===== src/bro_pkg.sv =====
package bro_pkg;

  // Slot store geometry
  localparam int BLOCK_DEPTH = 64;
  localparam int IDX_W       = $clog2(BLOCK_DEPTH);
  localparam int CNT_W       = 7;

  // Field widths of the input and result words
  localparam int REQ_W   = 2;
  localparam int SEQ_W   = 16;
  localparam int TAG_W   = 16;
  localparam int LEN_W   = 16;
  localparam int STAT_W  = 3;
  localparam int OSEQ_W  = 6;
  localparam int PHASE_W = 2;

  typedef enum logic [REQ_W-1:0] {
    REQ_START = 2'd0,
    REQ_BLOCK = 2'd1,
    REQ_END   = 2'd2,
    REQ_BAD   = 2'd3
  } req_e;

  typedef enum logic [STAT_W-1:0] {
    ST_DELIVERED = 3'd0,
    ST_BUFFERED  = 3'd1,
    ST_STARTED   = 3'd2,
    ST_ERROR     = 3'd3,
    ST_STALE     = 3'd4
  } status_e;

  typedef enum logic [PHASE_W-1:0] {
    PH_STARTED = 2'd0,
    PH_XFER    = 2'd1,
    PH_END     = 2'd2,
    PH_DONE    = 2'd3
  } phase_e;

  // One result word as held in the output register
  typedef struct packed {
    status_e             status;
    logic [OSEQ_W-1:0]   out_seq;
    logic [TAG_W-1:0]    out_tag;
    logic [LEN_W-1:0]    out_len;
    phase_e              phase;
    logic [CNT_W-1:0]    received_count;
    logic                last;
    logic                done_res;
  } res_t;

  // Commands from the controller to the datapath
  typedef struct packed {
    logic capture;
    logic eval_load;
    logic drain_read;
    logic drain_load;
  } cmd_t;

  // Status from the datapath to the controller
  typedef struct packed {
    logic out_free;
    logic eval_more;
    logic drain_more;
  } sts_t;

endpackage


===== src/bro_if.sv =====
// Request channel: one word per input item.
interface bro_req_if;
  logic                        valid;
  logic                        ready;
  logic [bro_pkg::REQ_W-1:0]   req_type;
  logic [bro_pkg::CNT_W-1:0]   block_count;
  logic [bro_pkg::SEQ_W-1:0]   block_seq;
  logic [bro_pkg::TAG_W-1:0]   block_tag;
  logic [bro_pkg::LEN_W-1:0]   block_len;

  modport source (output valid, req_type, block_count, block_seq, block_tag, block_len,
                  input ready);
  modport sink   (input valid, req_type, block_count, block_seq, block_tag, block_len,
                  output ready);
endinterface

// Result channel: one word per result.
interface bro_res_if;
  logic                          valid;
  logic                          ready;
  logic [bro_pkg::STAT_W-1:0]    status;
  logic [bro_pkg::OSEQ_W-1:0]    out_seq;
  logic [bro_pkg::TAG_W-1:0]     out_tag;
  logic [bro_pkg::LEN_W-1:0]     out_len;
  logic [bro_pkg::PHASE_W-1:0]   phase;
  logic [bro_pkg::CNT_W-1:0]     received_count;
  logic                          last;
  logic                          done_res;

  modport source (output valid, status, out_seq, out_tag, out_len, phase, received_count,
                  last, done_res, input ready);
  modport sink   (input valid, status, out_seq, out_tag, out_len, phase, received_count,
                  last, done_res, output ready);
endinterface


===== src/bro_ctrl.sv =====
module bro_ctrl (
  input  logic          clk_i,
  input  logic          rst_ni,
  input  logic          in_valid_i,
  output logic          in_ready_o,
  input  bro_pkg::sts_t sts_i,
  output bro_pkg::cmd_t cmd_o
);

  typedef enum logic [1:0] {
    S_IDLE,
    S_EVAL,
    S_READ,
    S_DRAIN
  } state_e;

  state_e state_q;

  // Command decode from the current state
  always_comb begin
    cmd_o            = '0;
    in_ready_o       = (state_q == S_IDLE);
    cmd_o.capture    = (state_q == S_IDLE) && in_valid_i;
    cmd_o.eval_load  = (state_q == S_EVAL) && sts_i.out_free;
    cmd_o.drain_read = (state_q == S_READ);
    cmd_o.drain_load = (state_q == S_DRAIN) && sts_i.out_free;
  end

  // State register: evaluate, then alternate slot read and delivery while the run lasts.
  always_ff @(posedge clk_i or negedge rst_ni) begin
    if (!rst_ni) begin
      state_q <= S_IDLE;
    end else begin
      case (state_q)
        S_IDLE: begin
          if (in_valid_i) begin
            state_q <= S_EVAL;
          end
        end
        S_EVAL: begin
          if (sts_i.out_free) begin
            state_q <= sts_i.eval_more ? S_READ : S_IDLE;
          end
        end
        S_READ: begin
          state_q <= S_DRAIN;
        end
        S_DRAIN: begin
          if (sts_i.out_free) begin
            state_q <= sts_i.drain_more ? S_READ : S_IDLE;
          end
        end
        default: begin
          state_q <= S_IDLE;
        end
      endcase
    end
  end

endmodule


===== src/bro_datapath.sv =====
module bro_datapath (
  input  logic                          clk_i,
  input  logic                          rst_ni,
  input  bro_pkg::cmd_t                 cmd_i,
  output bro_pkg::sts_t                 sts_o,
  input  logic [bro_pkg::REQ_W-1:0]     req_type_i,
  input  logic [bro_pkg::CNT_W-1:0]     block_count_i,
  input  logic [bro_pkg::SEQ_W-1:0]     block_seq_i,
  input  logic [bro_pkg::TAG_W-1:0]     block_tag_i,
  input  logic [bro_pkg::LEN_W-1:0]     block_len_i,
  input  logic                          res_ready_i,
  output logic                          res_valid_o,
  output bro_pkg::res_t                 res_o
);

  localparam int MEM_W = bro_pkg::TAG_W + bro_pkg::LEN_W;

  // Captured input word
  bro_pkg::req_e                 item_req_q;
  logic [bro_pkg::CNT_W-1:0]     item_cnt_q;
  logic [bro_pkg::SEQ_W-1:0]     item_seq_q;
  logic [bro_pkg::TAG_W-1:0]     item_tag_q;
  logic [bro_pkg::LEN_W-1:0]     item_len_q;

  // Transfer state
  logic [bro_pkg::BLOCK_DEPTH-1:0] valid_q, valid_d;
  logic [bro_pkg::CNT_W-1:0]       expected_q, expected_d;
  logic [bro_pkg::CNT_W-1:0]       total_q, total_d;
  logic [bro_pkg::CNT_W-1:0]       acc_q, acc_d;
  logic                            open_q, open_d;
  bro_pkg::phase_e                 phase_q, phase_d;

  // Output register
  logic                            out_valid_q, out_valid_d;
  bro_pkg::res_t                   res_q, res_d;

  // Slot payload store
  logic [MEM_W-1:0]                mem_q [bro_pkg::BLOCK_DEPTH];
  logic [MEM_W-1:0]                rd_q;
  logic                            mem_we;

  // Evaluation terms
  logic                            cnt_bad;
  logic                            is_err;
  logic                            is_stale;
  logic                            is_hit;
  logic                            is_buf;
  logic [bro_pkg::IDX_W-1:0]       seq_idx;
  logic [bro_pkg::CNT_W-1:0]       exp_inc;
  logic [bro_pkg::CNT_W-1:0]       acc_inc;
  logic                            hit_close;
  logic                            eval_more;
  logic                            drain_more;
  bro_pkg::phase_e                 blk_phase;

  // Classify the captured word against the transfer state
  always_comb begin
    cnt_bad   = (item_cnt_q == '0) ||
                (item_cnt_q > bro_pkg::CNT_W'(bro_pkg::BLOCK_DEPTH));
    is_err    = (item_req_q == bro_pkg::REQ_BAD) || !open_q ||
                (item_seq_q >= bro_pkg::SEQ_W'(total_q));
    is_stale  = !is_err && (item_seq_q < bro_pkg::SEQ_W'(expected_q));
    is_hit    = !is_err && (item_seq_q == bro_pkg::SEQ_W'(expected_q));
    is_buf    = !is_err && !is_stale && !is_hit;
    seq_idx   = item_seq_q[bro_pkg::IDX_W-1:0];
    exp_inc   = expected_q + bro_pkg::CNT_W'(1);
    acc_inc   = acc_q + bro_pkg::CNT_W'(1);
    // Every slot between the expected number and the count is held exactly when the
    // distinct count reaches the block count, so the close is known before the drain.
    hit_close = (acc_inc == total_q);
    blk_phase = (item_req_q == bro_pkg::REQ_END) ? bro_pkg::PH_END : bro_pkg::PH_XFER;
    // The slot after the one just delivered continues the run if it is held.
    eval_more  = (exp_inc < total_q) && valid_q[exp_inc[bro_pkg::IDX_W-1:0]];
    drain_more = eval_more;
  end

  assign sts_o.out_free   = !out_valid_q || res_ready_i;
  assign sts_o.eval_more  = (item_req_q != bro_pkg::REQ_START) && is_hit && eval_more;
  assign sts_o.drain_more = drain_more;
  assign mem_we           = cmd_i.eval_load && (item_req_q != bro_pkg::REQ_START) && is_buf;

  // Next state of the transfer and of the output register
  always_comb begin
    valid_d     = valid_q;
    expected_d  = expected_q;
    total_d     = total_q;
    acc_d       = acc_q;
    open_d      = open_q;
    phase_d     = phase_q;
    out_valid_d = out_valid_q;
    res_d       = res_q;

    if (out_valid_q && res_ready_i) begin
      out_valid_d = 1'b0;
    end

    if (cmd_i.eval_load) begin
      out_valid_d          = 1'b1;
      res_d                = '0;
      res_d.status         = bro_pkg::ST_ERROR;
      res_d.phase          = phase_q;
      res_d.received_count = acc_q;
      res_d.last           = 1'b1;
      if (item_req_q == bro_pkg::REQ_START) begin
        if (!cnt_bad) begin
          valid_d              = '0;
          expected_d           = '0;
          total_d              = item_cnt_q;
          acc_d                = '0;
          open_d               = 1'b1;
          phase_d              = bro_pkg::PH_STARTED;
          res_d.status         = bro_pkg::ST_STARTED;
          res_d.phase          = bro_pkg::PH_STARTED;
          res_d.received_count = '0;
        end
      end else if (is_stale) begin
        res_d.status  = bro_pkg::ST_STALE;
        res_d.out_seq = item_seq_q[bro_pkg::OSEQ_W-1:0];
      end else if (is_hit) begin
        // Deliver at once; the run of held slots follows.
        acc_d                = acc_inc;
        expected_d           = exp_inc;
        phase_d              = hit_close ? bro_pkg::PH_DONE : blk_phase;
        open_d               = !hit_close;
        res_d.status         = bro_pkg::ST_DELIVERED;
        res_d.out_seq        = item_seq_q[bro_pkg::OSEQ_W-1:0];
        res_d.out_tag        = item_tag_q;
        res_d.out_len        = item_len_q;
        res_d.phase          = hit_close ? bro_pkg::PH_DONE : blk_phase;
        res_d.received_count = acc_inc;
        res_d.last           = !eval_more;
        res_d.done_res       = hit_close && !eval_more;
      end else if (is_buf) begin
        // Hold the block in its slot; a repeat is not counted again.
        valid_d[seq_idx]     = 1'b1;
        acc_d                = valid_q[seq_idx] ? acc_q : acc_inc;
        phase_d              = blk_phase;
        res_d.status         = bro_pkg::ST_BUFFERED;
        res_d.out_seq        = item_seq_q[bro_pkg::OSEQ_W-1:0];
        res_d.phase          = blk_phase;
        res_d.received_count = valid_q[seq_idx] ? acc_q : acc_inc;
      end
    end

    if (cmd_i.drain_load) begin
      // Deliver the held slot at the expected number and release it.
      out_valid_d          = 1'b1;
      valid_d[expected_q[bro_pkg::IDX_W-1:0]] = 1'b0;
      expected_d           = exp_inc;
      res_d.status         = bro_pkg::ST_DELIVERED;
      res_d.out_seq        = expected_q[bro_pkg::OSEQ_W-1:0];
      res_d.out_tag        = rd_q[MEM_W-1:bro_pkg::LEN_W];
      res_d.out_len        = rd_q[bro_pkg::LEN_W-1:0];
      res_d.phase          = phase_q;
      res_d.received_count = acc_q;
      res_d.last           = !drain_more;
      res_d.done_res       = !drain_more && (phase_q == bro_pkg::PH_DONE);
    end
  end

  // Control registers
  always_ff @(posedge clk_i or negedge rst_ni) begin
    if (!rst_ni) begin
      valid_q     <= '0;
      expected_q  <= '0;
      total_q     <= '0;
      acc_q       <= '0;
      open_q      <= 1'b0;
      phase_q     <= bro_pkg::PH_STARTED;
      out_valid_q <= 1'b0;
    end else begin
      valid_q     <= valid_d;
      expected_q  <= expected_d;
      total_q     <= total_d;
      acc_q       <= acc_d;
      open_q      <= open_d;
      phase_q     <= phase_d;
      out_valid_q <= out_valid_d;
    end
  end

  // Payload registers
  always_ff @(posedge clk_i) begin
    res_q <= res_d;
    if (cmd_i.capture) begin
      item_req_q <= bro_pkg::req_e'(req_type_i);
      item_cnt_q <= block_count_i;
      item_seq_q <= block_seq_i;
      item_tag_q <= block_tag_i;
      item_len_q <= block_len_i;
    end
  end

  // Slot store: one write port for buffering, one registered read for the drain.
  always_ff @(posedge clk_i) begin
    if (mem_we) begin
      mem_q[seq_idx] <= {item_tag_q, item_len_q};
    end
    if (cmd_i.drain_read) begin
      rd_q <= mem_q[expected_q[bro_pkg::IDX_W-1:0]];
    end
  end

  assign res_valid_o = out_valid_q;
  assign res_o       = res_q;

endmodule


===== src/block_reorder_buffer.sv =====
// Flow: an input word is captured while idle and evaluated into the output register once
// that register is free; each further block released from the slot store goes through its
// single registered read port and is then loaded into the output register. A new input
// word is accepted only after the evaluation and any release run of the last one have ended.
// Reset: no transfer open, all slot valid bits cleared at once, counters and phase at
// zero; the slot payload store is not cleared and is read only where its slot is valid.
module block_reorder_buffer (
  input  logic       clk_i,
  input  logic       rst_ni,
  bro_req_if.sink    req_i,
  bro_res_if.source  res_o
);

  bro_pkg::cmd_t cmd;
  bro_pkg::sts_t sts;
  bro_pkg::res_t res;
  logic          in_ready;
  logic          res_valid;

  // Sequencing of evaluation and drain
  bro_ctrl u_ctrl (
    .clk_i      (clk_i),
    .rst_ni     (rst_ni),
    .in_valid_i (req_i.valid),
    .in_ready_o (in_ready),
    .sts_i      (sts),
    .cmd_o      (cmd)
  );

  // Slot store, transfer state and output register
  bro_datapath u_datapath (
    .clk_i         (clk_i),
    .rst_ni        (rst_ni),
    .cmd_i         (cmd),
    .sts_o         (sts),
    .req_type_i    (req_i.req_type),
    .block_count_i (req_i.block_count),
    .block_seq_i   (req_i.block_seq),
    .block_tag_i   (req_i.block_tag),
    .block_len_i   (req_i.block_len),
    .res_ready_i   (res_o.ready),
    .res_valid_o   (res_valid),
    .res_o         (res)
  );

  // Channel wiring
  assign req_i.ready          = in_ready;
  assign res_o.valid          = res_valid;
  assign res_o.status         = res.status;
  assign res_o.out_seq        = res.out_seq;
  assign res_o.out_tag        = res.out_tag;
  assign res_o.out_len        = res.out_len;
  assign res_o.phase          = res.phase;
  assign res_o.received_count = res.received_count;
  assign res_o.last           = res.last;
  assign res_o.done_res       = res.done_res;

endmodule


===== src/flat_wrapper.sv =====
// flat-port wrapper written by rule: the top's interface ports become plain ports
module block_reorder_buffer_flat 
  (clk_i, rst_ni, req_i_valid, req_i_req_type, req_i_block_count, req_i_block_seq, req_i_block_tag, req_i_block_len, req_i_ready, res_o_valid, res_o_status, res_o_out_seq, res_o_out_tag, res_o_out_len, res_o_phase, res_o_received_count, res_o_last, res_o_done_res, res_o_ready);
  bro_req_if req_i_i ();
  bro_res_if res_o_i ();
  input  logic clk_i;
  input  logic rst_ni;
  input wire logic [$bits(req_i_i.valid)-1:0] req_i_valid;
  input wire logic [$bits(req_i_i.req_type)-1:0] req_i_req_type;
  input wire logic [$bits(req_i_i.block_count)-1:0] req_i_block_count;
  input wire logic [$bits(req_i_i.block_seq)-1:0] req_i_block_seq;
  input wire logic [$bits(req_i_i.block_tag)-1:0] req_i_block_tag;
  input wire logic [$bits(req_i_i.block_len)-1:0] req_i_block_len;
  output wire logic [$bits(req_i_i.ready)-1:0] req_i_ready;
  output wire logic [$bits(res_o_i.valid)-1:0] res_o_valid;
  output wire logic [$bits(res_o_i.status)-1:0] res_o_status;
  output wire logic [$bits(res_o_i.out_seq)-1:0] res_o_out_seq;
  output wire logic [$bits(res_o_i.out_tag)-1:0] res_o_out_tag;
  output wire logic [$bits(res_o_i.out_len)-1:0] res_o_out_len;
  output wire logic [$bits(res_o_i.phase)-1:0] res_o_phase;
  output wire logic [$bits(res_o_i.received_count)-1:0] res_o_received_count;
  output wire logic [$bits(res_o_i.last)-1:0] res_o_last;
  output wire logic [$bits(res_o_i.done_res)-1:0] res_o_done_res;
  input wire logic [$bits(res_o_i.ready)-1:0] res_o_ready;
  assign req_i_i.valid = req_i_valid;
  assign req_i_i.req_type = req_i_req_type;
  assign req_i_i.block_count = req_i_block_count;
  assign req_i_i.block_seq = req_i_block_seq;
  assign req_i_i.block_tag = req_i_block_tag;
  assign req_i_i.block_len = req_i_block_len;
  assign req_i_ready = req_i_i.ready;
  assign res_o_valid = res_o_i.valid;
  assign res_o_status = res_o_i.status;
  assign res_o_out_seq = res_o_i.out_seq;
  assign res_o_out_tag = res_o_i.out_tag;
  assign res_o_out_len = res_o_i.out_len;
  assign res_o_phase = res_o_i.phase;
  assign res_o_received_count = res_o_i.received_count;
  assign res_o_last = res_o_i.last;
  assign res_o_done_res = res_o_i.done_res;
  assign res_o_i.ready = res_o_ready;
  block_reorder_buffer u_core (.clk_i(clk_i), .rst_ni(rst_ni), .req_i(req_i_i), .res_o(res_o_i));
endmodule

===== config.mk =====
export PLATFORM = sky130hd
export DESIGN_NAME = block_reorder_buffer_flat
export DESIGN_NICKNAME = d
export VERILOG_FILES = /design/src/bro_pkg.sv /design/src/bro_if.sv /design/src/bro_ctrl.sv /design/src/bro_datapath.sv /design/src/block_reorder_buffer.sv /design/src/flat_wrapper.sv
export SDC_FILE = /design/constraint.sdc
export NUM_CORES = 2
export LEC_CHECK = 0
export BUFFER_PORTS_ARGS = -buffer_cell sky130_fd_sc_hd__buf_2
export CORE_MARGIN = 1
export CORE_UTILIZATION = 30
export DETAILED_ROUTE_END_ITERATION = 16
export PLACE_DENSITY = 0.53
export SLEW_MARGIN = 20
export SYNTH_ARGS = -nofsm -noshare
export SYNTH_HDL_FRONTEND = slang
export SYNTH_HIERARCHICAL = 1
export SYNTH_SLANG_ARGS = --single-unit

===== constraint.sdc =====
create_clock -name clk_i -period 8.5 [get_ports clk_i]
set_clock_uncertainty 0.1 [all_clocks]
set_input_delay 1.275 -clock clk_i [delete_from_list [all_inputs] [get_ports clk_i]]
set_output_delay 1.275 -clock clk_i [all_outputs]
set_load 0.005 [all_outputs]

==> Word-level counts from Yosys, hierarchy flattened <==
Memory sizes are Yosys's and may differ from the RTL's. A register that Yosys moved wholly into a read port is not among the register bits.
Index checks and enable logic that the tools add are counted.
{ "word_totals": {"ff_bits": 200, "ramBits": 2048, "inputBits": 61, "output_inout_bits": 54, "wordCells": 158, "memories": 1} }
{ "op_classes": {"n_addsub": 2, "magnitude_cmp": 9, "n_eq_ne": 15, "n_mux": 64, "bitwise": 4, "n_reduce_logical": 42} }
{ "memory_table": {"columns": ["name", "words", "word_bits", "read_ports", "rd_ports_with_merged_regs", "write_ports", "line_no", "text"], "rows": [
  ["u_core.u_datapath.mem_q", 64, 32, 1, 1, 1, "bro_datapath.sv:38", "logic [MEM_W-1:0] mem_q [bro_pkg::BLOCK_DEPTH];"]
]} }
{ "ops": {"columns": ["cell", "n"], "rows": [
  ["$mux W64", 7],
  ["$mux W49", 2],
  ["$mux W7", 11],
  ["$and A64 B64 Y64", 1],
  ["$not A64 Y64", 1],
  ["$or A64 B64 Y64", 1],
  ["$mux W9", 6],
  ["$mux W43", 1],
  ["$mux W38", 1],
  ["$mux W32", 1],
  ["$mux W2", 14],
  ["$lt A6 B7 Y1 const B", 3],
  ["$logic_and A1 B1 Y1", 17],
  ["$eq A16 B7 Y1", 1],
  ["$ge A16 B7 Y1", 1],
  ["$lt A16 B7 Y1", 1],
  ["$add A7 B1 Y7 const B", 2],
  ["$mux W1", 14],
  ["$bmux W1 S6", 2],
  ["$demux W1 S6", 2],
  ["$ge A6 B1 Y1 const B", 2],
  ["$reduce_and A4 Y1", 3],
  ["$eq A2 B2 Y1 const B", 5],
  ["$reduce_bool A3 Y1", 3],
  ["other kinds (18)", 34]
]} }

==> Depth between registers and ports, before layout <==
{ "logic_depth": {"depth_word": 15, "depth_mapped": 13} }

==> By module <==
Netlist, hierarchy kept.
{ "by_module_without_submodules": {"columns": ["mod", "instances", "cells_per_inst", "area_per_inst_um2", "seq_area_each_um2"], "rows": [
  ["bro_datapath", 1, 4739, 84578.6, 67930.2],
  ["bro_ctrl", 1, 12, 112.6, 50.0]
]} }

==> Least setup slack after synthesis <==
Ideal clock, no wire load.
{ "synth_timing": {"path_kind": "register -> register", "startpoint": "reg u_core/u_datapath/expected_q[5] (netlist bit)", "endpoint": "mem u_core/u_datapath/mem_q[46][0] (netlist bit) (enable)", "setup_time_ns": 0.505, "arrival_ns": 5.333, "t_required_ns": 7.895, "setup_slack_ns": 2.562, "path_stages_with_launch": 11, "n_path_buf": 3, "path_cell_list": "dfrtp_1 -> clkbuf_1 -> clkinv_1 -> ha_1 -> and4b_1 -> nand2_1 -> o21ai_1 -> o211ai_1 -> buf_4 -> buf_6 -> nor4_1"} }
{ "synth_between": {"elab_chain_cells": 8} }
{ "synth_rtl": {"columns": ["item", "line_no", "text"], "rows": [
  ["start: declaration", "bro_datapath.sv:27", "logic [bro_pkg::CNT_W-1:0] expected_q, expected_d;"],
  ["start signal: assignment", "bro_datapath.sv:173", "expected_q <= expected_d;"],
  ["$lt A16 B7 Y1", "bro_datapath.sv:62", "is_stale = !is_err && (item_seq_q < bro_pkg::SEQ_W'(expected_q));"],
  ["$logic_and A1 B1 Y1", "bro_datapath.sv:62", null],
  ["$logic_not A1 Y1", "bro_datapath.sv:64", "is_buf = !is_err && !is_stale && !is_hit;"],
  ["$logic_and A1 B1 Y1", "bro_datapath.sv:64", null],
  ["$logic_and A1 B1 Y1 *", "bro_datapath.sv:64", null],
  ["$logic_and A1 B1 Y1 *", "bro_datapath.sv:80", "assign mem_we = cmd_i.eval_load && (item_req_q != bro_pkg::REQ_START) && is_buf;"],
  ["$mux W1 *", "bro_datapath.sv:196", "if (mem_we) begin"],
  ["$mux W1 (not written as such) *", "bro_datapath.sv:197", "mem_q[seq_idx] <= {item_tag_q, item_len_q};"],
  ["end: declaration", "bro_datapath.sv:38", null]
]} }
Mark *: on every way between the ends. The rest lies on a longest branch, timed or not.

==> Final worst setup path <==
{ "layout_timing": {"startpoint": "reg u_core/u_datapath/item_seq_q[0] (netlist bit)", "endpoint": "mem u_core/u_datapath/mem_q[21][10] (netlist bit) (enable)"} }
{ "layout_between": {"elab_chain_cells": 10} }
{ "layout_rtl": {"columns": ["item", "line_no", "text"], "rows": [
  ["start: declaration", "bro_datapath.sv:21", "logic [bro_pkg::SEQ_W-1:0] item_seq_q;"],
  ["start signal: assignment", "bro_datapath.sv:188", "item_seq_q <= block_seq_i;"],
  ["$ge A16 B7 Y1", "bro_datapath.sv:61", "(item_seq_q >= bro_pkg::SEQ_W'(total_q));"],
  ["$logic_or A1 B1 Y1", "bro_datapath.sv:60", "is_err = (item_req_q == bro_pkg::REQ_BAD) || !open_q ||"],
  ["$logic_not A1 Y1", "bro_datapath.sv:62, bro_datapath.sv:63, bro_datapath.sv:64", null],
  ["$logic_and A1 B1 Y1", "bro_datapath.sv:62", null],
  ["$logic_not A1 Y1", "bro_datapath.sv:64", null],
  ["$logic_and A1 B1 Y1 (2 in series)", "bro_datapath.sv:64", null],
  ["$logic_and A1 B1 Y1", "bro_datapath.sv:80", null],
  ["$mux W1", "bro_datapath.sv:196", null],
  ["$mux W1 (not written as such)", "bro_datapath.sv:197", null]
]} }
Parallel ways exist; a longest one is shown, timed or not.

==> summary.md <==
| Metric | Value |
|---|---|
| Run status | `finished, final reports clean` |
| Transition time at the pin with the least slew margin | `1.27 ns` |
| Synth cell types | `81` |
| Endpoint type of the worst setup path | `flop` |
| CTS resizes | `0` |
| Worst-path cell chain | `inv_2 > ha_1 > nand2b_1 > a211oi_1 > o21a_1 > o211ai_1 > buf_4 > nor2_2 > buf_4 > nand4_1 > buf_6 > nor2_4 > buf_4` |
| Worst-case register-to-register setup slack | `2.65 ns` |
| Aggregate global-route resource usage | `18.9%` |
| Crit path largest cell delay | `1.07 ns` |
| Num rows | `194` |
| Max Transition Viols Final | `0` |
| Placed cell area | `0.0909 sq mm` |
| Number of design-rule violations left by the first detailed-router iteration | `6,712` |
| Fillers | `26.4k` |
| Average footprint of a synthesized cell | `17.8 sq um` |
| Inserted Clock Buffers | `231` |
| Met1 Wirelength | `116 mm` |
| Worst Hold Class | `in2async` |
| Maximum ir drop on the vdd rail | `0.000187 V` |
| Number of buffers added to fix hold violations after cts | `0` |
| Vias in the first global route | `47.7k` |
| Crit path max-delay cell type | `edfxtp_1` |
| Post-detailed-route wirelength per cell | `31.1 um` |
| Number of warnings printed during yosys synthesis | `6` |
| Residual DRC count | `0` |
| Per-cell via count in the routed design | `5.61` |
| Share of the clock period used by the worst path | `68.8%` |
| Most frequent cell on the critical path | `buf_4` |
| Fraction of layout cells with a size suffix above 1 | `15.0%` |
| Weighted congestion at the end of routability-driven global placement | `0.890` |
| Clk pin slew, worst setup/hold paths | `0.06 ns` |
| CTS tree | `yes` |
| Total of max-cap violations | `0` |
| Final std cell area, no fill | `0.0988 sq mm` |
| Number of hold-slack violations in the final timing report | `0` |
| Clock sinks | `2,280` |
| Count of flip-flops with a built-in enable after synthesis | `2,186` |
| Worst path arrival time | `6.29 ns` |
| Power share of the combinational group | `5.6%` |
| First-pass GRT wire length | `383 mm` |
| Predominant post-synthesis flop cell | `edfxtp_1` |
| Routed wire length on met3 | `23.6 mm` |
| Internal power contribution | `19.3 mW` |
| Root Buffer Master | `clkbuf_16` |
| Standby leakage power | `30.2 nW` |
| Count of H-tree levels built during CTS | `4` |
| Sequential fraction of design power | `52.2%` |
| Clk Latency, worst-skew pair | `0.87 ns` |
| Starting Density | `30.2%` |
| Detail Placement HPWL | `156 mm` |
| Final worst path period need | `5.85 ns` |
| Met2 WL post-DR | `130 mm` |
| Layout overhead on the synthesized area | `16.7%` |
| Clock group share of total power | `42.2%` |
| Overflow left after global routing | `0` |
| Finish-stage setup viols | `0` |
| Required time of the worst setup path | `8.94 ns` |
| Number of setup buffers added after CTS | `0` |
| Remaining antenna violation count after routing | `0` |
| Number of port buffers | `114` |
| Net switching share of the total power | `22.7%` |
| Vias | `49.9k` |
| Kind of start point of the critical path | `flop` |
| Worst hold margin | `0.182 ns` |
| Initial antenna violation count | `10` |
| Core area | `0.280 sq mm` |
| Max_slew headroom | `14.3%` |
| Pin count of the biggest net entering global routing | `111` |
| 1st-pass router iterations | `6` |
| Synth top area share | `77.5%` |
| Chip Height | `533 um` |
| I/O pin count | `115` |
| Final wirelength | `276 mm` |
| Net Count, Synth | `4,834` |
| Switching power | `5.65 mW` |
| Post-Route Setup TNS | `0 ns` |
| Post-synthesis cell count | `4,751` |
| Fraction of the yosys area taken by sequential cells | `80.3%` |
| Die boundary width | `533 um` |
| Uppermost metal layer occupied by signal nets | `met5` |
| Area leader, netlist | `edfxtp_1` |
| Maximum count of clock buffers along a single path | `3` |
| Maximum fanout encountered on the critical timing path | `34` |
| Async set or reset register ratio after synthesis | `3.99%` |
| Power per standard cell area | `252 mW/mm^2` |
| Unrepaired setup endpoints after global routing | `false` |
| Maximum clock frequency | `171 MHz` |
| Number of flip-flops and latches in the synthesized netlist | `2,280` |
| Setup CP Type | `reg2reg` |
| Total power | `24.9 mW` |
| Nets | `5,038` |
| Most area-consuming cells after synthesis | `edfxtp_1 78%, a22oi_1 7.6%, dfrtp_1 2.7%, a22o_1 1.6%, a221oi_1 1.2%` |
| Area of the die | `0.284 sq mm` |
| Cell area after synthesis | `0.0847 sq mm` |
placed cells by master, fill, tap and decap left out, types with 44 or more instances in the layout:
master,n
buf_2,113
a221oi_1,119
a22o_1,155
nand2_1,63
nand3_1,58
a41oi_1,55
clkinv_1,49
nor2_4,61
a21oi_1,185
a22oi_1,859
clkbuf_16,234
clkbuf_1,44
buf_4,154
edfxtp_1,2186
clkinv_2,46
nand4_1,131
dfrtp_1,91
a31oi_1,80
path summary, 6_finish.rpt:
kind                                                  from                               to  cells after the start
max in group asynchronous                           rst_ni    u_core/u_datapath/valid_q[14]                      2
min in group clk_i             u_core/u_datapath/res_o[51]      u_core/u_datapath/res_o[51]                      2
hold / removal                                      rst_ni     u_core/u_datapath/total_q[6]                      1
setup reg to reg           u_core/u_datapath/item_seq_q[0]  u_core/u_datapath/mem_q[21][10]                     13
setup / recovery           u_core/u_datapath/item_seq_q[0]  u_core/u_datapath/mem_q[21][10]                     13
hold reg to reg                u_core/u_datapath/res_o[51]      u_core/u_datapath/res_o[51]                      2
routing by layer:
layer | track usage [%] | vias to the layer above
met3 | 3.29 | 353
met4 | 5.21 | 6
met5 | 0 | -
met2 | 30.2 | 2621
met1 | 26.3 | 26370
li1 | - | 20513
critical path: cells and delay by family (launching register included):
| kind | cells | cell delay (ns) |
|---|---|---|
| and+or+nand+nor | 4 | 1.52 |
| adders and majority gates | 1 | 0.36 |
| AOI/OAI and AO/OA | 3 | 0.69 |
| buffers and inverters | 5 | 1.76 |
| DFF | 1 | 1.07 |
cell usage after synthesis (all sizes together), types with 4 or more instances:
master / count
or4: 5
o211ai: 5
inv: 26
nor2b: 8
edfxtp: 2186
dfrtp: 91
o21ai: 27
a22o: 155
mux2: 18
nand3: 64
a41oi: 55
a21o: 5
o21a: 8
and3: 12
nand2: 63
or3: 7
a21oi: 186
a221o: 4
a211oi: 10
mux2i: 12
xnor2: 11
a221oi: 119
xor2: 5
buf: 74
nor4: 9
nand2b: 14
a32oi: 23
mux4: 19
and2: 9
nor2: 97
a22oi: 859
a31oi: 80
clkbuf: 249
nor3: 34
nand4: 131
ha: 22
power by group through the flow:
stage	Clock [mW]	Combinational (mW)	Sequential [mW]
2_1_floorplan	0	0.404	13.4
3_3_place_gp	0	1.38	13.2
3_5_place_dp	0	1.39	13.2
4_1_cts	10.7	1.39	13.0
5_1_grt	11.1	1.46	13.0
6_report	10.5	1.39	13.0
kinds of logic after synthesis:
logic type                 count (synthesis)  share of synthesized area [%]
DFF                                     2280                           80.3
adders and majority gates                 22                          0.325
AOI/OAI and AO/OA                       1567                           13.8
xor gates and xnor gates                  16                          0.174
muxes                                     49                          0.886
buffers and inverters                    350                           1.63
and+or+nand+nor                          467                           2.95
layout make-up:
cell class / count / area (sq um) / share of cell area [%]
multi-input combinational: 2121 / 15900 / 16.1
antenna: 3 / 7.51 / 0.00760
tap: 3724 / 4660 / 4.71
clock buffer: 280 / 6050 / 6.12
sequential: 2280 / 68000 / 68.8
timing repair buffer: 294 / 2300 / 2.33
clock inverter: 156 / 1820 / 1.84
inverter: 27 / 101 / 0.103
flip-flops by register name (all words and copies together), names as in the netlist, 16 cells and up:
name                          count
u_core/u_datapath/item_seq_q     16
u_core/u_datapath/rd_q           32
u_core/u_datapath/item_tag_q     16
u_core/u_datapath/item_len_q     16
u_core/u_datapath/mem_q        2048
u_core/u_datapath/valid_q        64
u_core/u_datapath/res_o          52
stage by stage:
stage	util (%)	worst slack, ns	instances
finish	35.3	2.65	8885
global route	35.3	2.52	8883
CTS	35.3	2.18	8878
detailed placement	32.4	2.20	8442
global placement	32.4	2.17	8435
floorplan	-	2.56	4751
No activity file was read; power rests on OpenSTA's default activity.
